### config.mk
export PLATFORM = sky130hd
export DESIGN_NAME = strict_priority_task_dispatcher
export DESIGN_NICKNAME = d
export VERILOG_FILES = /design/src/rtl/spd_pkg.sv /design/src/rtl/strict_priority_task_dispatcher.sv /design/src/rtl/spd_ctrl.sv /design/src/rtl/spd_datapath.sv
export VERILOG_INCLUDE_DIRS = /design/src /design/src/rtl
export SDC_FILE = /design/constraint.sdc
export NUM_CORES = 1
export LEC_CHECK = 0
export BUFFER_PORTS_ARGS = -buffer_cell sky130_fd_sc_hd__buf_2
export CELL_PAD_IN_SITES_DETAIL_PLACEMENT = 0
export CELL_PAD_IN_SITES_GLOBAL_PLACEMENT = 1
export CORE_UTILIZATION = 52
export CTS_CLUSTER_DIAMETER = 100
export DETAILED_ROUTE_END_ITERATION = 8
export GPL_ROUTABILITY_DRIVEN = 0
export PLACE_DENSITY = 0.79
export RECOVER_POWER = 25
export SYNTH_ARGS = -nofsm -noshare
export SYNTH_HDL_FRONTEND = slang
export SYNTH_HIERARCHICAL = 1
export SYNTH_SLANG_ARGS = --single-unit
### constraint.sdc
create_clock -name clk -period 43.7 [get_ports clk]
set_input_delay 8.74 -clock clk [delete_from_list [all_inputs] [get_ports clk]]
set_output_delay 8.74 -clock clk [all_outputs]
set_load 0.01 [all_outputs]
### src/rtl/assert_macros.svh
// Assertion macros used by the dispatcher top level.
`ifndef ASSERT_MACROS_SVH
`define ASSERT_MACROS_SVH
`ifndef SYNTHESIS
// Same-cycle implication, checked at every rising clock edge outside reset.
`define SPD_ASSERT_IMPL(name, clk, rst_n, ante, cons) \
    name: assert property (@(posedge clk) disable iff (!rst_n) (ante) |-> (cons)) \
        else $error("dispatcher check failed");
// Next-cycle implication.
`define SPD_ASSERT_NEXT(name, clk, rst_n, ante, cons) \
    name: assert property (@(posedge clk) disable iff (!rst_n) (ante) |=> (cons)) \
        else $error("dispatcher check failed");
`else
`define SPD_ASSERT_IMPL(name, clk, rst_n, ante, cons)
`define SPD_ASSERT_NEXT(name, clk, rst_n, ante, cons)
`endif
`endif

### src/rtl/spd_pkg.sv
// Shared constants, types and helpers of the strict priority task dispatcher.
`timescale 1ns / 1ps
`default_nettype none
package spd_pkg;

    localparam int NUM_PRIORITIES_DEF = 3;
    localparam int QUEUE_DEPTH_DEF    = 16;
    localparam int TASK_IDS_DEF       = 256;

    localparam int ID_W   = 8;
    localparam int MODE_W = 2;
    localparam int PRIO_W = 2;
    localparam int DISC_W = 6;

    localparam logic [MODE_W-1:0] MODE_POST     = 2'd0;
    localparam logic [MODE_W-1:0] MODE_COMPLETE = 2'd1;
    localparam logic [MODE_W-1:0] MODE_CANCEL   = 2'd2;

    localparam logic [DISC_W-1:0] DISC_MAX = '1;

    // Controller to datapath
    typedef struct packed {
        logic load;
        logic clr_step;
        logic exec;
        logic search;
        logic pop;
        logic judge;
        logic finish;
    } spd_cmd_t;

    // Datapath to controller
    typedef struct packed {
        logic clr_done;
        logic want_dispatch;
        logic any_queued;
        logic canceled;
        logic out_free;
    } spd_sts_t;

    // id modulo n by reciprocal multiplication, recip = ceil(2^16 / n);
    // exact for every 8-bit id and 2 <= n <= 4096
    function automatic logic [11:0] id_mod(input logic [ID_W-1:0] id,
                                           input logic [15:0] recip,
                                           input logic [12:0] n);
        logic [23:0] prod;
        logic [20:0] qn;
        prod = {16'd0, id} * {8'd0, recip};
        qn   = {13'd0, prod[23:16]} * {8'd0, n};
        return {4'd0, id - qn[ID_W-1:0]};
    endfunction

endpackage
`default_nettype wire

### src/rtl/strict_priority_task_dispatcher.sv
// Top level of the strict priority task dispatcher.
//
//   channel   signals                                        direction
//   in        in_valid/in_ready, mode, task_id, priority_req  event in
//   out       out_valid/out_ready, start_valid, start_task_id,
//             busy_res, dropped_full, bad_completion,
//             discarded_count                                 result out
//
// One event at a time. Without a dispatch, an accepted event passes S_EXEC and S_DONE,
// where out_valid and in_ready rise as it leaves; a dispatch adds S_SEARCH, S_ENTRY
// and S_MARK per head popped (entry read, cancel mark read, decision), plus a final
// S_SEARCH when the search ends on empty queues. After reset the cancel marks are swept
// clear with in_ready low. A result waiting on out_ready does not block the next event
// from being taken; the event after that waits until the result register frees.
`timescale 1ns / 1ps
`default_nettype none
`include "assert_macros.svh"
module strict_priority_task_dispatcher #(
    parameter int NUM_PRIORITIES = spd_pkg::NUM_PRIORITIES_DEF,
    parameter int QUEUE_DEPTH    = spd_pkg::QUEUE_DEPTH_DEF,
    parameter int TASK_IDS       = spd_pkg::TASK_IDS_DEF
) (
    input  wire logic                         clk,
    input  wire logic                         rst_n,
    input  wire logic                         in_valid,
    output logic                              in_ready,
    input  wire logic [spd_pkg::MODE_W-1:0]   mode,
    input  wire logic [spd_pkg::ID_W-1:0]     task_id,
    input  wire logic [spd_pkg::PRIO_W-1:0]   priority_req,
    output logic                              out_valid,
    input  wire logic                         out_ready,
    output logic                              start_valid,
    output logic [spd_pkg::ID_W-1:0]          start_task_id,
    output logic                              busy_res,
    output logic                              dropped_full,
    output logic                              bad_completion,
    output logic [spd_pkg::DISC_W-1:0]        discarded_count
);

    spd_pkg::spd_cmd_t cmd;
    spd_pkg::spd_sts_t sts;

    spd_ctrl u_ctrl (
        .clk      (clk),
        .rst_n    (rst_n),
        .in_valid (in_valid),
        .in_ready (in_ready),
        .sts      (sts),
        .cmd      (cmd)
    );

    spd_datapath #(
        .NUM_PRIORITIES (NUM_PRIORITIES),
        .QUEUE_DEPTH    (QUEUE_DEPTH),
        .TASK_IDS       (TASK_IDS)
    ) u_datapath (
        .clk             (clk),
        .rst_n           (rst_n),
        .cmd             (cmd),
        .sts             (sts),
        .mode            (mode),
        .task_id         (task_id),
        .priority_req    (priority_req),
        .out_valid       (out_valid),
        .out_ready       (out_ready),
        .start_valid     (start_valid),
        .start_task_id   (start_task_id),
        .busy_res        (busy_res),
        .dropped_full    (dropped_full),
        .bad_completion  (bad_completion),
        .discarded_count (discarded_count)
    );

    // a started task is running when the transaction is reported
    `SPD_ASSERT_IMPL(a_start_busy, clk, rst_n, out_valid && start_valid, busy_res)
    // a rejected completion neither dispatches nor discards
    `SPD_ASSERT_IMPL(a_bad_quiet, clk, rst_n, out_valid && bad_completion, !start_valid && discarded_count == '0)
    // the queues are only popped while an event is in flight
    `SPD_ASSERT_IMPL(a_pop_busy, clk, rst_n, cmd.pop || cmd.judge, !in_ready)

endmodule
`default_nettype wire

### src/rtl/spd_ctrl.sv
// Sequencing state machine of the dispatcher.
`timescale 1ns / 1ps
`default_nettype none
module spd_ctrl (
    input  wire logic              clk,
    input  wire logic              rst_n,
    input  wire logic              in_valid,
    output logic                   in_ready,
    input  wire spd_pkg::spd_sts_t sts,
    output spd_pkg::spd_cmd_t      cmd
);

    typedef enum logic [2:0] {
        S_CLEAR,
        S_IDLE,
        S_EXEC,
        S_SEARCH,
        S_ENTRY,
        S_MARK,
        S_DONE
    } state_t;

    state_t state_reg;
    state_t state_next;
    logic   ready_reg;

    always_comb
    begin
        state_next = state_reg;
        cmd        = '0;
        unique case (state_reg)
            S_CLEAR:
            begin
                cmd.clr_step = !sts.clr_done;
                if (sts.clr_done)
                begin
                    state_next = S_IDLE;
                end
            end
            S_IDLE:
            begin
                if (in_valid && ready_reg)
                begin
                    cmd.load   = 1'b1;
                    state_next = S_EXEC;
                end
            end
            S_EXEC:
            begin
                cmd.exec   = 1'b1;
                state_next = sts.want_dispatch ? S_SEARCH : S_DONE;
            end
            S_SEARCH:
            begin
                cmd.search = 1'b1;
                state_next = sts.any_queued ? S_ENTRY : S_DONE;
            end
            S_ENTRY:
            begin
                cmd.pop    = 1'b1;
                state_next = S_MARK;
            end
            S_MARK:
            begin
                cmd.judge  = 1'b1;
                // canceled head: drop it and look again
                state_next = sts.canceled ? S_SEARCH : S_DONE;
            end
            S_DONE:
            begin
                if (sts.out_free)
                begin
                    cmd.finish = 1'b1;
                    state_next = S_IDLE;
                end
            end
            default:
            begin
                state_next = S_IDLE;
            end
        endcase
    end

    always_ff @(posedge clk or negedge rst_n)
    begin
        if (!rst_n)
        begin
            state_reg <= S_CLEAR;
            ready_reg <= 1'b0;
        end
        else
        begin
            state_reg <= state_next;
            ready_reg <= (state_next == S_IDLE);
        end
    end

    assign in_ready = ready_reg;

endmodule
`default_nettype wire

### src/rtl/spd_datapath.sv
// Queues, cancel marks, running task and result register of the dispatcher.
`timescale 1ns / 1ps
`default_nettype none
module spd_datapath #(
    parameter int NUM_PRIORITIES = spd_pkg::NUM_PRIORITIES_DEF,
    parameter int QUEUE_DEPTH    = spd_pkg::QUEUE_DEPTH_DEF,
    parameter int TASK_IDS       = spd_pkg::TASK_IDS_DEF
) (
    input  wire logic                         clk,
    input  wire logic                         rst_n,
    input  wire spd_pkg::spd_cmd_t            cmd,
    output spd_pkg::spd_sts_t                 sts,
    input  wire logic [spd_pkg::MODE_W-1:0]   mode,
    input  wire logic [spd_pkg::ID_W-1:0]     task_id,
    input  wire logic [spd_pkg::PRIO_W-1:0]   priority_req,
    output logic                              out_valid,
    input  wire logic                         out_ready,
    output logic                              start_valid,
    output logic [spd_pkg::ID_W-1:0]          start_task_id,
    output logic                              busy_res,
    output logic                              dropped_full,
    output logic                              bad_completion,
    output logic [spd_pkg::DISC_W-1:0]        discarded_count
);

    localparam int PW = (NUM_PRIORITIES > 1) ? $clog2(NUM_PRIORITIES) : 1;
    localparam int HW = $clog2(QUEUE_DEPTH);
    localparam int CW = $clog2(QUEUE_DEPTH + 1);
    localparam int SW = CW + 1;
    localparam int ENTRIES = NUM_PRIORITIES * QUEUE_DEPTH;
    localparam int AW = $clog2(ENTRIES);
    localparam int MW = $clog2(TASK_IDS);
    localparam int IW = spd_pkg::ID_W;
    localparam int DW = spd_pkg::DISC_W;
    localparam int unsigned MOD_RECIP = (32'd65536 + TASK_IDS - 1) / TASK_IDS;

    // storage
    logic [IW-1:0] entry_mem [ENTRIES];
    logic          mark_mem  [TASK_IDS];

    // control state
    logic [CW-1:0] count_reg [NUM_PRIORITIES];
    logic [HW-1:0] head_reg  [NUM_PRIORITIES];
    logic          running_reg;
    logic [IW-1:0] run_id_reg;
    logic [MW:0]   clr_cnt_reg;
    logic          out_valid_reg;

    // per-event payload
    logic [spd_pkg::MODE_W-1:0] mode_reg;
    logic [IW-1:0]  id_reg;
    logic [PW-1:0]  prio_reg;
    logic [PW-1:0]  sel_reg;
    logic [IW-1:0]  entry_rdata_reg;
    logic           mark_rdata_reg;
    logic [DW-1:0]  disc_reg;
    logic           started_reg;
    logic           dropped_reg;
    logic           bad_reg;

    // result register
    logic           start_valid_reg;
    logic [IW-1:0]  start_id_reg;
    logic           busy_reg;
    logic           dropped_out_reg;
    logic           bad_out_reg;
    logic [DW-1:0]  disc_out_reg;

    logic [3:0]     prio_ext;
    logic [PW-1:0]  prio_sat;
    logic [PW-1:0]  found;
    logic           any_queued;
    logic [PW-1:0]  qidx;
    logic [CW-1:0]  cnt_q;
    logic [HW-1:0]  head_q;
    logic [SW-1:0]  tail_sum;
    logic [HW-1:0]  tail;
    logic           full;
    logic           match;
    logic           is_post;
    logic           is_complete;
    logic           is_cancel;
    logic           push;
    logic [AW-1:0]  wr_addr;
    logic [AW-1:0]  rd_addr;
    logic           mark_we;
    logic [MW-1:0]  mark_waddr;
    logic           mark_wdata;
    logic [MW-1:0]  id_midx;
    logic [MW-1:0]  entry_midx;

    // priorities above the top level saturate to it
    assign prio_ext = {2'b00, priority_req};
    assign prio_sat = (prio_ext >= 4'(NUM_PRIORITIES)) ? PW'(NUM_PRIORITIES - 1)
                                                       : PW'(prio_ext);

    always_comb
    begin
        any_queued = 1'b0;
        found      = '0;
        for (int p = 0; p < NUM_PRIORITIES; p++)
        begin
            if (count_reg[p] != '0)
            begin
                any_queued = 1'b1;
                found      = PW'(p);
            end
        end
    end

    always_comb
    begin
        priority if (cmd.exec)
        begin
            qidx = prio_reg;
        end
        else if (cmd.search)
        begin
            qidx = found;
        end
        else
        begin
            qidx = sel_reg;
        end
    end

    assign cnt_q    = count_reg[qidx];
    assign head_q   = head_reg[qidx];
    assign tail_sum = SW'(head_q) + SW'(cnt_q);
    assign tail     = (tail_sum >= SW'(QUEUE_DEPTH)) ? HW'(tail_sum - SW'(QUEUE_DEPTH))
                                                     : HW'(tail_sum);
    assign full     = (cnt_q == CW'(QUEUE_DEPTH));

    assign is_post     = (mode_reg == spd_pkg::MODE_POST);
    assign is_complete = (mode_reg == spd_pkg::MODE_COMPLETE);
    assign is_cancel   = (mode_reg == spd_pkg::MODE_CANCEL);
    assign match       = running_reg && (run_id_reg == id_reg);
    assign push        = cmd.exec && is_post && !full;

    assign wr_addr = AW'(32'(prio_reg) * QUEUE_DEPTH + 32'(tail));
    assign rd_addr = AW'(32'(found) * QUEUE_DEPTH + 32'(head_q));

    assign id_midx    = MW'(spd_pkg::id_mod(id_reg, 16'(MOD_RECIP), 13'(TASK_IDS)));
    assign entry_midx = MW'(spd_pkg::id_mod(entry_rdata_reg, 16'(MOD_RECIP), 13'(TASK_IDS)));

    always_comb
    begin
        mark_we    = 1'b0;
        mark_waddr = id_midx;
        mark_wdata = 1'b0;
        priority if (cmd.clr_step)
        begin
            mark_we    = 1'b1;
            mark_waddr = clr_cnt_reg[MW-1:0];
        end
        else if (push)
        begin
            mark_we = 1'b1;
        end
        else if (cmd.exec && is_cancel && !match)
        begin
            mark_we    = 1'b1;
            mark_wdata = 1'b1;
        end
    end

    always_ff @(posedge clk)
    begin
        if (push)
        begin
            entry_mem[wr_addr] <= id_reg;
        end
        if (cmd.search)
        begin
            entry_rdata_reg <= entry_mem[rd_addr];
        end
    end

    always_ff @(posedge clk)
    begin
        if (mark_we)
        begin
            mark_mem[mark_waddr] <= mark_wdata;
        end
        if (cmd.pop)
        begin
            mark_rdata_reg <= mark_mem[entry_midx];
        end
    end

    always_ff @(posedge clk or negedge rst_n)
    begin
        if (!rst_n)
        begin
            for (int p = 0; p < NUM_PRIORITIES; p++)
            begin
                count_reg[p] <= '0;
                head_reg[p]  <= '0;
            end
            running_reg   <= 1'b0;
            run_id_reg    <= '0;
            clr_cnt_reg   <= '0;
            out_valid_reg <= 1'b0;
        end
        else
        begin
            if (cmd.clr_step)
            begin
                clr_cnt_reg <= clr_cnt_reg + 1'b1;
            end
            if (push)
            begin
                count_reg[prio_reg] <= cnt_q + 1'b1;
            end
            if (cmd.exec && is_complete && match)
            begin
                running_reg <= 1'b0;
            end
            if (cmd.pop)
            begin
                count_reg[sel_reg] <= cnt_q - 1'b1;
                head_reg[sel_reg]  <= (head_q == HW'(QUEUE_DEPTH - 1)) ? '0 : head_q + 1'b1;
            end
            if (cmd.judge && !mark_rdata_reg)
            begin
                running_reg <= 1'b1;
                run_id_reg  <= entry_rdata_reg;
            end
            if (cmd.finish)
            begin
                out_valid_reg <= 1'b1;
            end
            else if (out_ready)
            begin
                out_valid_reg <= 1'b0;
            end
        end
    end

    always_ff @(posedge clk)
    begin
        if (cmd.load)
        begin
            mode_reg    <= mode;
            id_reg      <= task_id;
            prio_reg    <= prio_sat;
            disc_reg    <= '0;
            started_reg <= 1'b0;
            dropped_reg <= 1'b0;
            bad_reg     <= 1'b0;
        end
        if (cmd.exec)
        begin
            dropped_reg <= is_post && full;
            bad_reg     <= is_complete && !match;
        end
        if (cmd.search)
        begin
            sel_reg <= found;
        end
        if (cmd.judge)
        begin
            if (mark_rdata_reg)
            begin
                if (disc_reg != spd_pkg::DISC_MAX)
                begin
                    disc_reg <= disc_reg + 1'b1;
                end
            end
            else
            begin
                started_reg <= 1'b1;
            end
        end
        if (cmd.finish)
        begin
            start_valid_reg <= started_reg;
            start_id_reg    <= started_reg ? run_id_reg : '0;
            busy_reg        <= running_reg;
            dropped_out_reg <= dropped_reg;
            bad_out_reg     <= bad_reg;
            disc_out_reg    <= disc_reg;
        end
    end

    assign sts.clr_done      = (clr_cnt_reg == (MW + 1)'(TASK_IDS));
    assign sts.want_dispatch = (is_post && !running_reg) || (is_complete && match);
    assign sts.any_queued    = any_queued;
    assign sts.canceled      = mark_rdata_reg;
    assign sts.out_free      = !out_valid_reg || out_ready;

    assign out_valid       = out_valid_reg;
    assign start_valid     = start_valid_reg;
    assign start_task_id   = start_id_reg;
    assign busy_res        = busy_reg;
    assign dropped_full    = dropped_out_reg;
    assign bad_completion  = bad_out_reg;
    assign discarded_count = disc_out_reg;

endmodule
`default_nettype wire

==> summary.md, run 1 <==
| Metric | Value |
|---|---|
| Hold Path Sink | `u_datapath/bad_completion` |
| Simple-gate share of the synthesized area | `11.2%` |
| Clock tree root driver cell | `clkbuf_16` |
| Least-Margin Pin Slew | `2.85 ns` |
| Max reg flops | `384` |
| Worst r2r dst | `u_datapath/entry_mem[4][7]` |
| Initial Utilization | `52.8%` |
| Metal3 WL | `5900 um` |
| Crit start category | `flip-flop` |
| Leakage | `11.5 nW` |
| Die height | `250 um` |
| DR top layer | `met4` |
| Drt wl/cell | `25.9 um` |
| HPWL after detailed placement | `47500 um` |
| Top-area cell type share of the netlist area | `63.8%` |
| Clock Latency Late Sink | `0.64 ns` |
| Beginning of the worst hold path | `u_datapath/bad_reg` |
| WL met1 | `32100 um` |
| CTS clk-pin slew, worst paths | `0.06 ns` |
| Critical Path Fanout Max | `1` |
| Synth unique cells | `81` |
| Core ar. | `60700 um2` |
| Synth warn | `6` |
| Max frequency | `101 MHz` |
| Site row count | `90` |
| Critical R2R Launch | `u_ctrl/state_reg[0]` |
| Hold_buf cts | `0` |
| Gr ovfl total | `0` |
| Asr flop ratio synth | `6.76%` |
| Total CTS buffers | `78` |
| Die Wd | `250 um` |
| Internal power | `1.46 mW` |
| Setup ws final | `33.79 ns` |
| Setup-failing EPs final | `0` |
| Worst path max stage delay | `0.38 ns` |
| XOR/XNOR Fraction of Synth Area | `0.858%` |
| Cts repair resizes | `0` |
| Failing checks | `max-capacitance violations, max-slew violations` |
| I/O Pins | `36` |
| Synth Cell Area | `32100 um2` |
| Worst Reg-to-Reg Cells | `13` |
| Initial antenna violation count | `0` |
| Avg Inst Size Synth | `14.5 um2` |
| IR drop worst, VDD | `0.0474 mV` |
| Vias per cell | `6.35` |
| Synth top area cells | `edfxtp_1, mux4_2, mux2i_1` |
| Outcome | `finished, violations left` |
| Worst-path cell chain | `buf_2` |
| Mux contribution to synthesized area | `11.1%` |
| Slew margin rel. | `-89.7%` |
| Setup Buffers After CTS | `0` |
| Iteration-0 DRC Markers | `2416` |
| Part of the power in the clock network | `27.8%` |
| Slew Viols, Final | `422` |
| Number of global-route vias before repair | `19.4k` |
| Register area share after synthesis | `68.2%` |
| Fraction of layout cells with a size suffix above 1 | `15.7%` |
| CTS Buffer Depth | `3` |
| Crit path buf inv count | `1` |
| Combinational family with the most area after synthesis | `simple AND/OR/NAND/NOR gates` |
| First-pass GRT wire length | `121000 um` |
| Routed met2 length | `39200 um` |
| HP Class | `reg -> reg` |
| Synth area leader | `edfxtp_1` |
| CTS tree | `done` |
| Sw Ratio | `37.7%` |
| Drt first pass iters | `5` |
| DR vias | `19.6k` |
| Clk sinks | `740` |
| Max cap viols | `8` |
| CP Class | `reg -> out` |
| R2R Setup Slk | `37.42 ns` |
| RSZ-0062 raised after global routing | `no` |
| Power per cell area | `65.8 nW/um2` |
| Post-synth EDFFs | `681` |
| Syn Inst Count | `2213` |
| ANT nets after route | `0` |
| Post-Synth Adder-Cell Area | `0.273%` |
| Compound-cell area share of the yosys netlist | `5.77%` |
| PortBufs | `35` |
| Critical Path RT | `34.96 ns` |
| Sequential share of power | `36.4%` |
| Area Growth Syn to Fin | `10.8%` |
| Synth Flop Type | `edfxtp_1` |
| Final WL | `79900 um` |
| Setup Slack @ Placement | `33.63 ns` |
| Hold Path Depth | `0` |
| Sw power | `880 uW` |
| Global Route Usage Sum | `25.8%` |
| Synthesized flop and latch total | `740` |
| Drt drc | `0` |
| Largest net degree at the start of global routing | `139` |
| Tot Pwr | `2.34 mW` |
| Setup TNS | `0 ns` |
| CP Capture Type | `output port` |
| CP delay by family, top | `flip-flops` |
| Post-layout min period | `9.91 ns` |
| CP arrival | `1.17 ns` |
| Clock Skew | `0.0318 ns` |
| CP max stage cell | `edfxtp_1` |
| Net Count, Synth | `2236` |
| Hold Vio Cnt, Final | `0` |
| Comb power frac | `35.8%` |
| H-tree depth | `3` |
| Final period utilization | `22.7%` |
| Final nets | `2260` |
| Die Area | `62700 um2` |
## cells in the final DEF, fill, tap and decap left out, types with 10 or more instances in the layout
master,n
nand2b_1,18
mux2_2,21
and2_1,13
mux2i_1,138
o22ai_1,14
nand4_1,12
clkinv_1,12
o21ai_0,42
xor2_1,11
xnor2_1,13
nand2_1,223
o211ai_1,14
nand3_1,60
buf_2,35
nor3_1,229
clkbuf_16,78
edfxtp_1,681
nor3_2,10
nor2_1,129
a21oi_1,42
a221o_1,16
dfrtp_1,50
a32oi_1,18
clkbuf_1,28
mux4_2,85
clkinv_2,12
buf_4,65
inv_1,11
## final cells by class
cell class / instances / area (um2)
Fill cell: 4672 / 25100
Inverter: 15 / 63.8
Antenna cell: 1 / 2.50
Timing Repair Buffer: 108 / 693
Multi-Input combinational cell: 1294 / 9410
Sequential cell: 740 / 21900
Tap cell: 782 / 978
Clock inverter: 41 / 438
Clock buffer: 102 / 2080
## Yosys cell counts (10+ instances only)
cell and number:
o22ai_1 14, nand2b_1 18, buf_1 19, edfxtp_1 681, nand4_1 12, o21ai_0 42, buf_2 55, buf_4 10
clkbuf_1 73, inv_1 11, mux2i_1 138, o211ai_1 14, xor2_1 11, a21oi_1 42, mux4_2 85, nand2_1 224
nor3_1 232, and2_1 21, nor2_1 130, a221o_1 16, mux2_2 21, a32oi_1 18, nand3_1 60, xnor2_1 13
dfrtp_1 50
## cell families after synthesis
| group | after synthesis |
|---|---|
| AO/OA/AOI/OAI | 255 |
| XOR/XNOR | 28 |
| adder cells (fa/ha/maj) | 7 |
| buffers and inverters | 179 |
| flip-flops | 740 |
| multiplexers | 246 |
| AND/OR/NAND/NOR | 758 |
## how the worst max path moves through the flow
stage / start / endpoint / cells after the start
finish: u_datapath/discarded_count[1] / discarded_count[1] / 1
global route: u_datapath/discarded_count[1] / discarded_count[1] / 1
CTS: u_datapath/discarded_count[1] / discarded_count[1] / 1
detailed placement: in_valid / u_datapath/disc_reg[5] / 8
global placement: in_valid / u_datapath/disc_reg[5] / 8
floorplan: u_datapath/clr_cnt_reg[0] / u_datapath/mark_mem[0] / 9
## routing by layer
metal | global-route usage (%) | vias up
met3 | 4.50 | 161
li1 | - | 8611
met4 | 9.22 | 0
met5 | 0 | -
met2 | 42.4 | 837
met1 | 34.7 | 9959
## power groups by stage
stage / sequential (mW) / clock, mW / combinational [mW]
final: 0.851 / 0.650 / 0.836
after CTS: 0.850 / 0.659 / 0.831
after global routing: 0.855 / 0.685 / 0.892
after global placement: 0.863 / 0 / 0.815
after floorplan: 0.854 / 0 / 0.595
after detailed placement: 0.864 / 0 / 0.828
## stage by stage
stage / hold WS, ns / util [%] / cells / area, um2
after detailed placement: 0.430 / 54.4 / 2939 / 33000
after global placement: 0.426 / 54.4 / 2939 / 33000
after global routing: 0.447 / 58.6 / 3082 / 35500
after floorplan: 0.400 / - / 2213 / 32100
final: 0.439 / 58.6 / 3083 / 35500
after CTS: 0.444 / 58.6 / 3082 / 35600
Power figures use the tool's default switching activity.
==> run 2: changes to the inputs <==
Settings changed: ABC_AREA set to 1, CORE_UTILIZATION 52 to 50, PLACE_DENSITY 0.79 to 0.82.
Clock period 43.7 ns to 10.1 ns, I/O delays scaled along.
==> run 2 against run 1 <==
Against the previous run:
- the run still ends with max-capacitance violations, max-slew violations left
- sequential power rose to 4.3 times the previous value
- setup slack got worse by 30 ns
- first-iteration DRC count grew 18%
- routed wire length rose by 17%
- flip-flop and latch count is the same
- via count up 25%
- worst hold slack got worse by 0.012 ns
- critical endpoint is now u_datapath/entry_mem[19][1]
- largest cell class unchanged
- highest routed layer unchanged
==> summary.md, run 2 <==
| Metric | Value |
|---|---|
| Initial antenna violation count | `1` |
| Final nets | `3579` |
| CTS tree | `done` |
| Synthesized flop and latch total | `740` |
| Simple-gate share of the synthesized area | `21.1%` |
| ANT nets after route | `0` |
| Final period utilization | `66.4%` |
| Metal3 WL | `7920 um` |
| Critical Path RT | `10.35 ns` |
| Synth unique cells | `45` |
| Post-layout min period | `6.70 ns` |
| Failing checks | `max-capacitance violations, max-slew violations` |
| WL met1 | `37700 um` |
| Die Area | `69600 um2` |
| Outcome | `finished, violations left` |
| CP Class | `reg -> reg` |
| Synth top area cells | `edfxtp_1, nand2_1, nand3_1` |
| Synth area leader | `edfxtp_1` |
| CP max stage cell | `nor2_1` |
| Max frequency | `149 MHz` |
| PortBufs | `35` |
| Cell mode on critical path | `nand2_1` |
| Asr flop ratio synth | `6.76%` |
| Core ar. | `67500 um2` |
| HP Class | `reg -> reg` |
| Avg Inst Size Synth | `9.60 um2` |
| Worst path max stage delay | `0.82 ns` |
| Hold Vio Cnt, Final | `0` |
| Setup Buffers After CTS | `0` |
| Worst-path cell chain | `nand2_1 -> nor2_1 -> nand3_2 -> nand3_2 -> nand3_1 -> nand3_2 -> buf_4 -> nand2_8 -> ha_1 -> ha_1 -> inv_1 -> nand2_1 -> nand3_1 -> nand2_1 -> nor2_1 -> nand2_1 -> nor2_1` |
| Clk sinks | `740` |
| Combinational family with the most area after synthesis | `simple AND/OR/NAND/NOR gates` |
| Power per cell area | `282 nW/um2` |
| Critical Path Fanout Max | `104` |
| Largest net degree at the start of global routing | `105` |
| Cts repair resizes | `0` |
| Crit start category | `flip-flop` |
| I/O Pins | `36` |
| XOR/XNOR Fraction of Synth Area | `0.281%` |
| CTS Buffer Depth | `3` |
| Iteration-0 DRC Markers | `2847` |
| Area Growth Syn to Fin | `9.06%` |
| Crit path buf inv count | `2` |
| H-tree depth | `3` |
| Worst hold margin | `0.427 ns` |
| Clock tree root driver cell | `clkbuf_16` |
| N_diodes | `0` |
| First-pass GRT wire length | `140000 um` |
| RSZ-0062 raised after global routing | `no` |
| Count leader, synth | `edfxtp_1` |
| Register area share after synthesis | `63.9%` |
| Synth warn | `6` |
| Post-synth EDFFs | `681` |
| Routed met2 length | `44400 um` |
| Max reg flops | `384` |
| Global Route Usage Sum | `26.9%` |
| Hold Path Depth | `0` |
| Most frequent cells in the layout | `edfxtp_1, nand2_1, inv_1, nand3_1, nor2_1` |
| Synth Cell Area | `34300 um2` |
| CP arrival | `6.96 ns` |
| Clock Skew | `0.0286 ns` |
| Setup-failing EPs final | `0` |
| Drt drc | `0` |
| CTS clk-pin slew, worst paths | `0.06 ns` |
| Top cells by count, synth | `edfxtp_1, nand2_1, inv_1` |
| Syn Inst Count | `3569` |
| Setup TNS | `0 ns` |
| Final WL | `93300 um` |
| Post-Layout Cell Count | `4493` |
| Vias per cell | `5.46` |
| Slew margin rel. | `-91.6%` |
| DR vias | `24.5k` |
| Commonest non-fill, non-tap cell in the layout | `edfxtp_1` |
| Gr ovfl total | `0` |
| IR drop worst, VDD | `0.243 mV` |
| Fraction of layout cells with a size suffix above 1 | `6.49%` |
| CP delay by family, top | `simple AND/OR/NAND/NOR gates` |
| Slew Viols, Final | `324` |
| Hold_buf cts | `0` |
| Site row count | `95` |
| Critical path depth | `17` |
| Mux contribution to synthesized area | `0%` |
| Synth Flop Type | `edfxtp_1` |
| Drt first pass iters | `6` |
| Least-Margin Pin Slew | `2.87 ns` |
| Top-area cell type share of the netlist area | `59.7%` |
| Leakage | `15.8 nW` |
| Compound-cell area share of the yosys netlist | `4.92%` |
| Die height | `264 um` |
| Total CTS buffers | `79` |
| Post-Synth Adder-Cell Area | `0.256%` |
| CP Capture Type | `flip-flop` |
| Max cap viols | `9` |
| Die Wd | `264 um` |
| Net Count, Synth | `3592` |
| Placed cell count | `4348` |
| Fillers | `5964` |
| DR top layer | `met4` |
| HPWL after detailed placement | `57900 um` |
| Initial Utilization | `50.7%` |
| Number of global-route vias before repair | `23.0k` |
| Clock Latency Late Sink | `0.63 ns` |
| Worst Reg-to-Reg Cells | `17` |
| Drt wl/cell | `20.8 um` |
-- run 2: worst paths after layout --
kind                                      from                           to  slack, ns
min in group asynchronous                rst_n         u_datapath/out_valid       1.52
max reg2reg                u_ctrl/state_reg[1]  u_datapath/entry_mem[19][1]       3.40
max                        u_ctrl/state_reg[1]  u_datapath/entry_mem[19][1]       3.40
min reg2reg                 u_datapath/bad_reg    u_datapath/bad_completion       0.43
min                         u_datapath/bad_reg    u_datapath/bad_completion       0.43
max in group asynchronous                rst_n       u_datapath/running_reg       8.06
-- run 2: stage by stage --
step	area, um2	setup WS, ns	power [mW]	util (%)
floorplan	34300	1.08	6.62	-
global placement	35000	3.58	7.83	51.9
detailed placement	35000	3.50	7.84	51.9
CTS	37400	3.45	10.5	55.5
global route	37400	2.97	11.1	55.3
finish	37400	3.40	10.5	55.3
-- run 2: layout make-up --
class,count,area [um2],share of cell area [%]
inverters,654,2460,6.58
clock inverters,43,292,0.780
well taps,873,1090,2.92
clock buffers,102,2100,5.63
repair buffers,73,404,1.08
flip-flops and latches,740,21900,58.6
multi-input cells,2008,9130,24.4
-- run 2: logic make-up after synthesis --
| logic type | Yosys count |
|---|---|
| AND/OR/NAND/NOR | 1682 |
| buffers and inverters | 821 |
| flip-flops | 740 |
| AO/OA/AOI/OAI | 308 |
| XOR/XNOR | 11 |
| adder cells (fa/ha/maj) | 7 |
-- run 2: routing by layer --
metal,up-vias,track usage [%]
met5,-,0
met3,179,4.32
met4,0,10.2
met1,11668,35.8
li1,11624,-
met2,1076,44.4
-- run 2: power by group --
part | leakage, nW | internal [mW] | total, mW | switching, mW
clock | 1.17 | 1.53 | 2.70 | 1.17
sequential | 6.89 | 3.51 | 3.63 | 0.120
combinational | 7.77 | 1.07 | 4.20 | 3.13
total | 15.8 | 6.11 | 10.5 | 4.42
==> run 3: changes to the inputs <==
Settings changed: ABC_AREA 1 to 0, CORE_UTILIZATION 50 to 48, PLACE_DENSITY 0.82 to 0.77.
Clock period 10.1 ns to 5.7 ns, I/O delays scaled along.
==> run 3 against run 2 <==
Against the previous run:
- non-clock buffer count increased by 62
- combinational power increased by 59%
- setup slack got worse by 2.9 ns
- fmax increased by 28%
- clock skew increased by 0.015 ns
- flip-flop and latch count unchanged
- total power increased by 74%
- final cell count decreased by 29%
- critical endpoint is now u_datapath/entry_mem[46][3]
- die area decreased by 2.5%
- the flow finishes with violations (design-rule violations, max-capacitance violations, max-slew violations)
==> summary.md, run 3 (synthesis results as in run 1) <==
| Metric | Value |
|---|---|
| Total CTS buffers | `80` |
| Final nets | `2289` |
| Setup Slack @ Placement | `0.536 ns` |
| CTS clk-pin slew, worst paths | `0.06 ns` |
| Die Area | `67800 um2` |
| Least-Margin Pin Slew | `3.04 ns` |
| Critical path depth | `14` |
| Power per cell area | `508 nW/um2` |
| H-tree depth | `3` |
| Largest net degree at the start of global routing | `257` |
| Fillers | `5228` |
| Initial antenna violation count | `1` |
| DR vias | `19.9k` |
| Drt drc | `4` |
| Max frequency | `190 MHz` |
| IR drop worst, VDD | `0.362 mV` |
| ANT nets after route | `0` |
| Internal power | `11.3 mW` |
| Slew Viols, Final | `332` |
| Clock tree root driver cell | `clkbuf_16` |
| Worst path max stage delay | `0.65 ns` |
| Drt wl/cell | `26.5 um` |
| Drt first pass iters | `7` |
| Final period utilization | `92.2%` |
| HPWL after detailed placement | `51900 um` |
| Worst Reg-to-Reg Cells | `14` |
| Final WL | `84600 um` |
| PortBufs | `35` |
| Most frequent cells in the layout | `edfxtp_1, nor3_1, nand2_1, mux2i_1, nor2_1` |
| Critical R2R Launch | `u_ctrl/state_reg[1]` |
| Fraction of layout cells with a size suffix above 1 | `16.7%` |
| Beginning of the worst hold path | `u_datapath/dropped_reg` |
| Initial Utilization | `48.6%` |
| CTS Buffer Depth | `3` |
| Die Wd | `260 um` |
| Clock Skew | `0.0433 ns` |
| Sequential share of power | `35.8%` |
| Die height | `260 um` |
| Cts repair resizes | `0` |
| Worst-path cell chain | `nand2_1 -> nor2_1 -> buf_4 -> nor2b_1 -> a311o_1 -> a21oi_2 -> nand2_1 -> nand2_1 -> xnor2_2 -> ha_1 -> nor4b_2 -> nand2b_1 -> nor3_1 -> buf_4` |
| Global Route Usage Sum | `25.2%` |
| Clk sinks | `740` |
| Failing checks | `design-rule violations, max-capacitance violations, max-slew violations` |
| Clock Latency Late Sink | `0.65 ns` |
| Crit. Startpoint | `u_ctrl/state_reg[1]` |
| Sw power | `6.95 mW` |
| Post-layout min period | `5.25 ns` |
| CP delay by family, top | `simple AND/OR/NAND/NOR gates` |
| Area Growth Syn to Fin | `12.2%` |
| Setup Buffers After CTS | `0` |
| CTS tree | `done` |
| Vias per cell | `6.24` |
| Critical Path RT | `6.06 ns` |
| Gr ovfl total | `0` |
| Leakage | `11.7 nW` |
| N_diodes | `0` |
| CP max stage cell | `nor3_1` |
| Slew margin rel. | `-103%` |
| Setup-failing EPs final | `0` |
| Commonest non-fill, non-tap cell in the layout | `edfxtp_1` |
| Cell mode on critical path | `nand2_1` |
| Comb power frac | `36.5%` |
| Max reg flops | `384` |
| Critical Path Fanout Max | `16` |
| HP Class | `reg -> reg` |
| Hold Vio Cnt, Final | `0` |
| Sw Ratio | `38.0%` |
| Number of global-route vias before repair | `19.6k` |
| RSZ-0062 raised after global routing | `no` |
| Tot Pwr | `18.3 mW` |
| Core ar. | `66000 um2` |
| CP Class | `reg -> reg` |
| First-pass GRT wire length | `126000 um` |
| Max cap viols | `7` |
| Crit path buf inv count | `2` |
| Part of the power in the clock network | `27.7%` |
| Iteration-0 DRC Markers | `2313` |
| CP arrival | `5.61 ns` |
| Hold_buf cts | `0` |
| Site row count | `94` |
| I/O Pins | `36` |
| Hold Path Depth | `0` |
| Setup ws final | `0.447 ns` |
| CP Capture Type | `flip-flop` |
| Outcome | `finished, violations left` |
| Crit start category | `flip-flop` |
run 3: changes by cell type in the layout (fill, tap and decap cells not counted), moves of 21 or more:
cell	change
a21oi_1	+36
buf_4	+62
inv_1	-617
mux2_2	+21
mux2i_1	+138
mux4_2	+85
nand2_1	-453
nand3_1	-412
nor2_1	-325
nor3_1	+226
o21ai_0	-165
o22ai_1	-63
run 3: power by group through the flow:
stage          combinational, mW  sequential, mW  clock, mW
6_report                    6.68            6.54       5.07
5_1_grt                     7.08            6.57       5.33
4_1_cts                     6.63            6.53       5.14
3_5_place_dp                6.59            6.64          0
3_3_place_gp                6.52            6.63          0
2_1_floorplan               4.59            6.53          0
run 3: metrics by stage:
step           hold WS, ns  cells  area, um2  util [%]  TNS (ns)
6_report             0.430   3194      36000      54.5         0
5_1_grt              0.438   3194      36000      54.5         0
4_1_cts              0.432   3194      36000      54.6         0
3_5_place_dp         0.419   3048      33500      50.7         0
3_3_place_gp         0.423   3048      33500      50.7         0
2_1_floorplan        0.400   2213      32100         -   -318.30
run 3: path summary, 6_finish.rpt:
kind / end / slack, ns
hold reg to reg: u_datapath/dropped_full / 0.43
min in group asynchronous: u_datapath/head_reg[5] / 1.61
setup reg to reg: u_datapath/entry_mem[46][3] / 0.45
setup / recovery: u_datapath/entry_mem[46][3] / 0.45
hold / removal: u_datapath/dropped_full / 0.43
max in group asynchronous: u_ctrl/state_reg[1] / 2.34
run 3: area by class of cell:
type	instances	area [um2]	share of cell area [%]
sequential	740	21900	60.8
multi-input combinational	1294	9420	26.2
clock buffer	102	2110	5.88
tap	864	1080	3.00
timing repair buffer	135	963	2.68
clock inverter	44	454	1.26
inverter	15	66.3	0.184
run 3: metal layers:
layer  part of all wire (%)  vias to the layer above  global-route usage (%)  wire length, um
li1                       -                     8683                       -                -
met1                     41                    10092                    35.6            34700
met2                     48                     1010                    40.2            40400
met3                    8.2                      152                    3.47             6950
met4                    3.0                        0                    9.11             2510
met5                      0                        -                       0                0
run 3: worst reg2reg max path, cell delays in order, from the launching register on:
cell	delay, ns
dfrtp_1	0.63
nand2_1	0.13
nor2_1	0.16
buf_4	0.27
nor2b_1	0.12
a311o_1	0.51
a21oi_2	0.51
nand2_1	0.18
nand2_1	0.30
xnor2_2	0.14
ha_1	0.35
nor4b_2	0.38
nand2b_1	0.40
nor3_1	0.66
buf_4	0.27
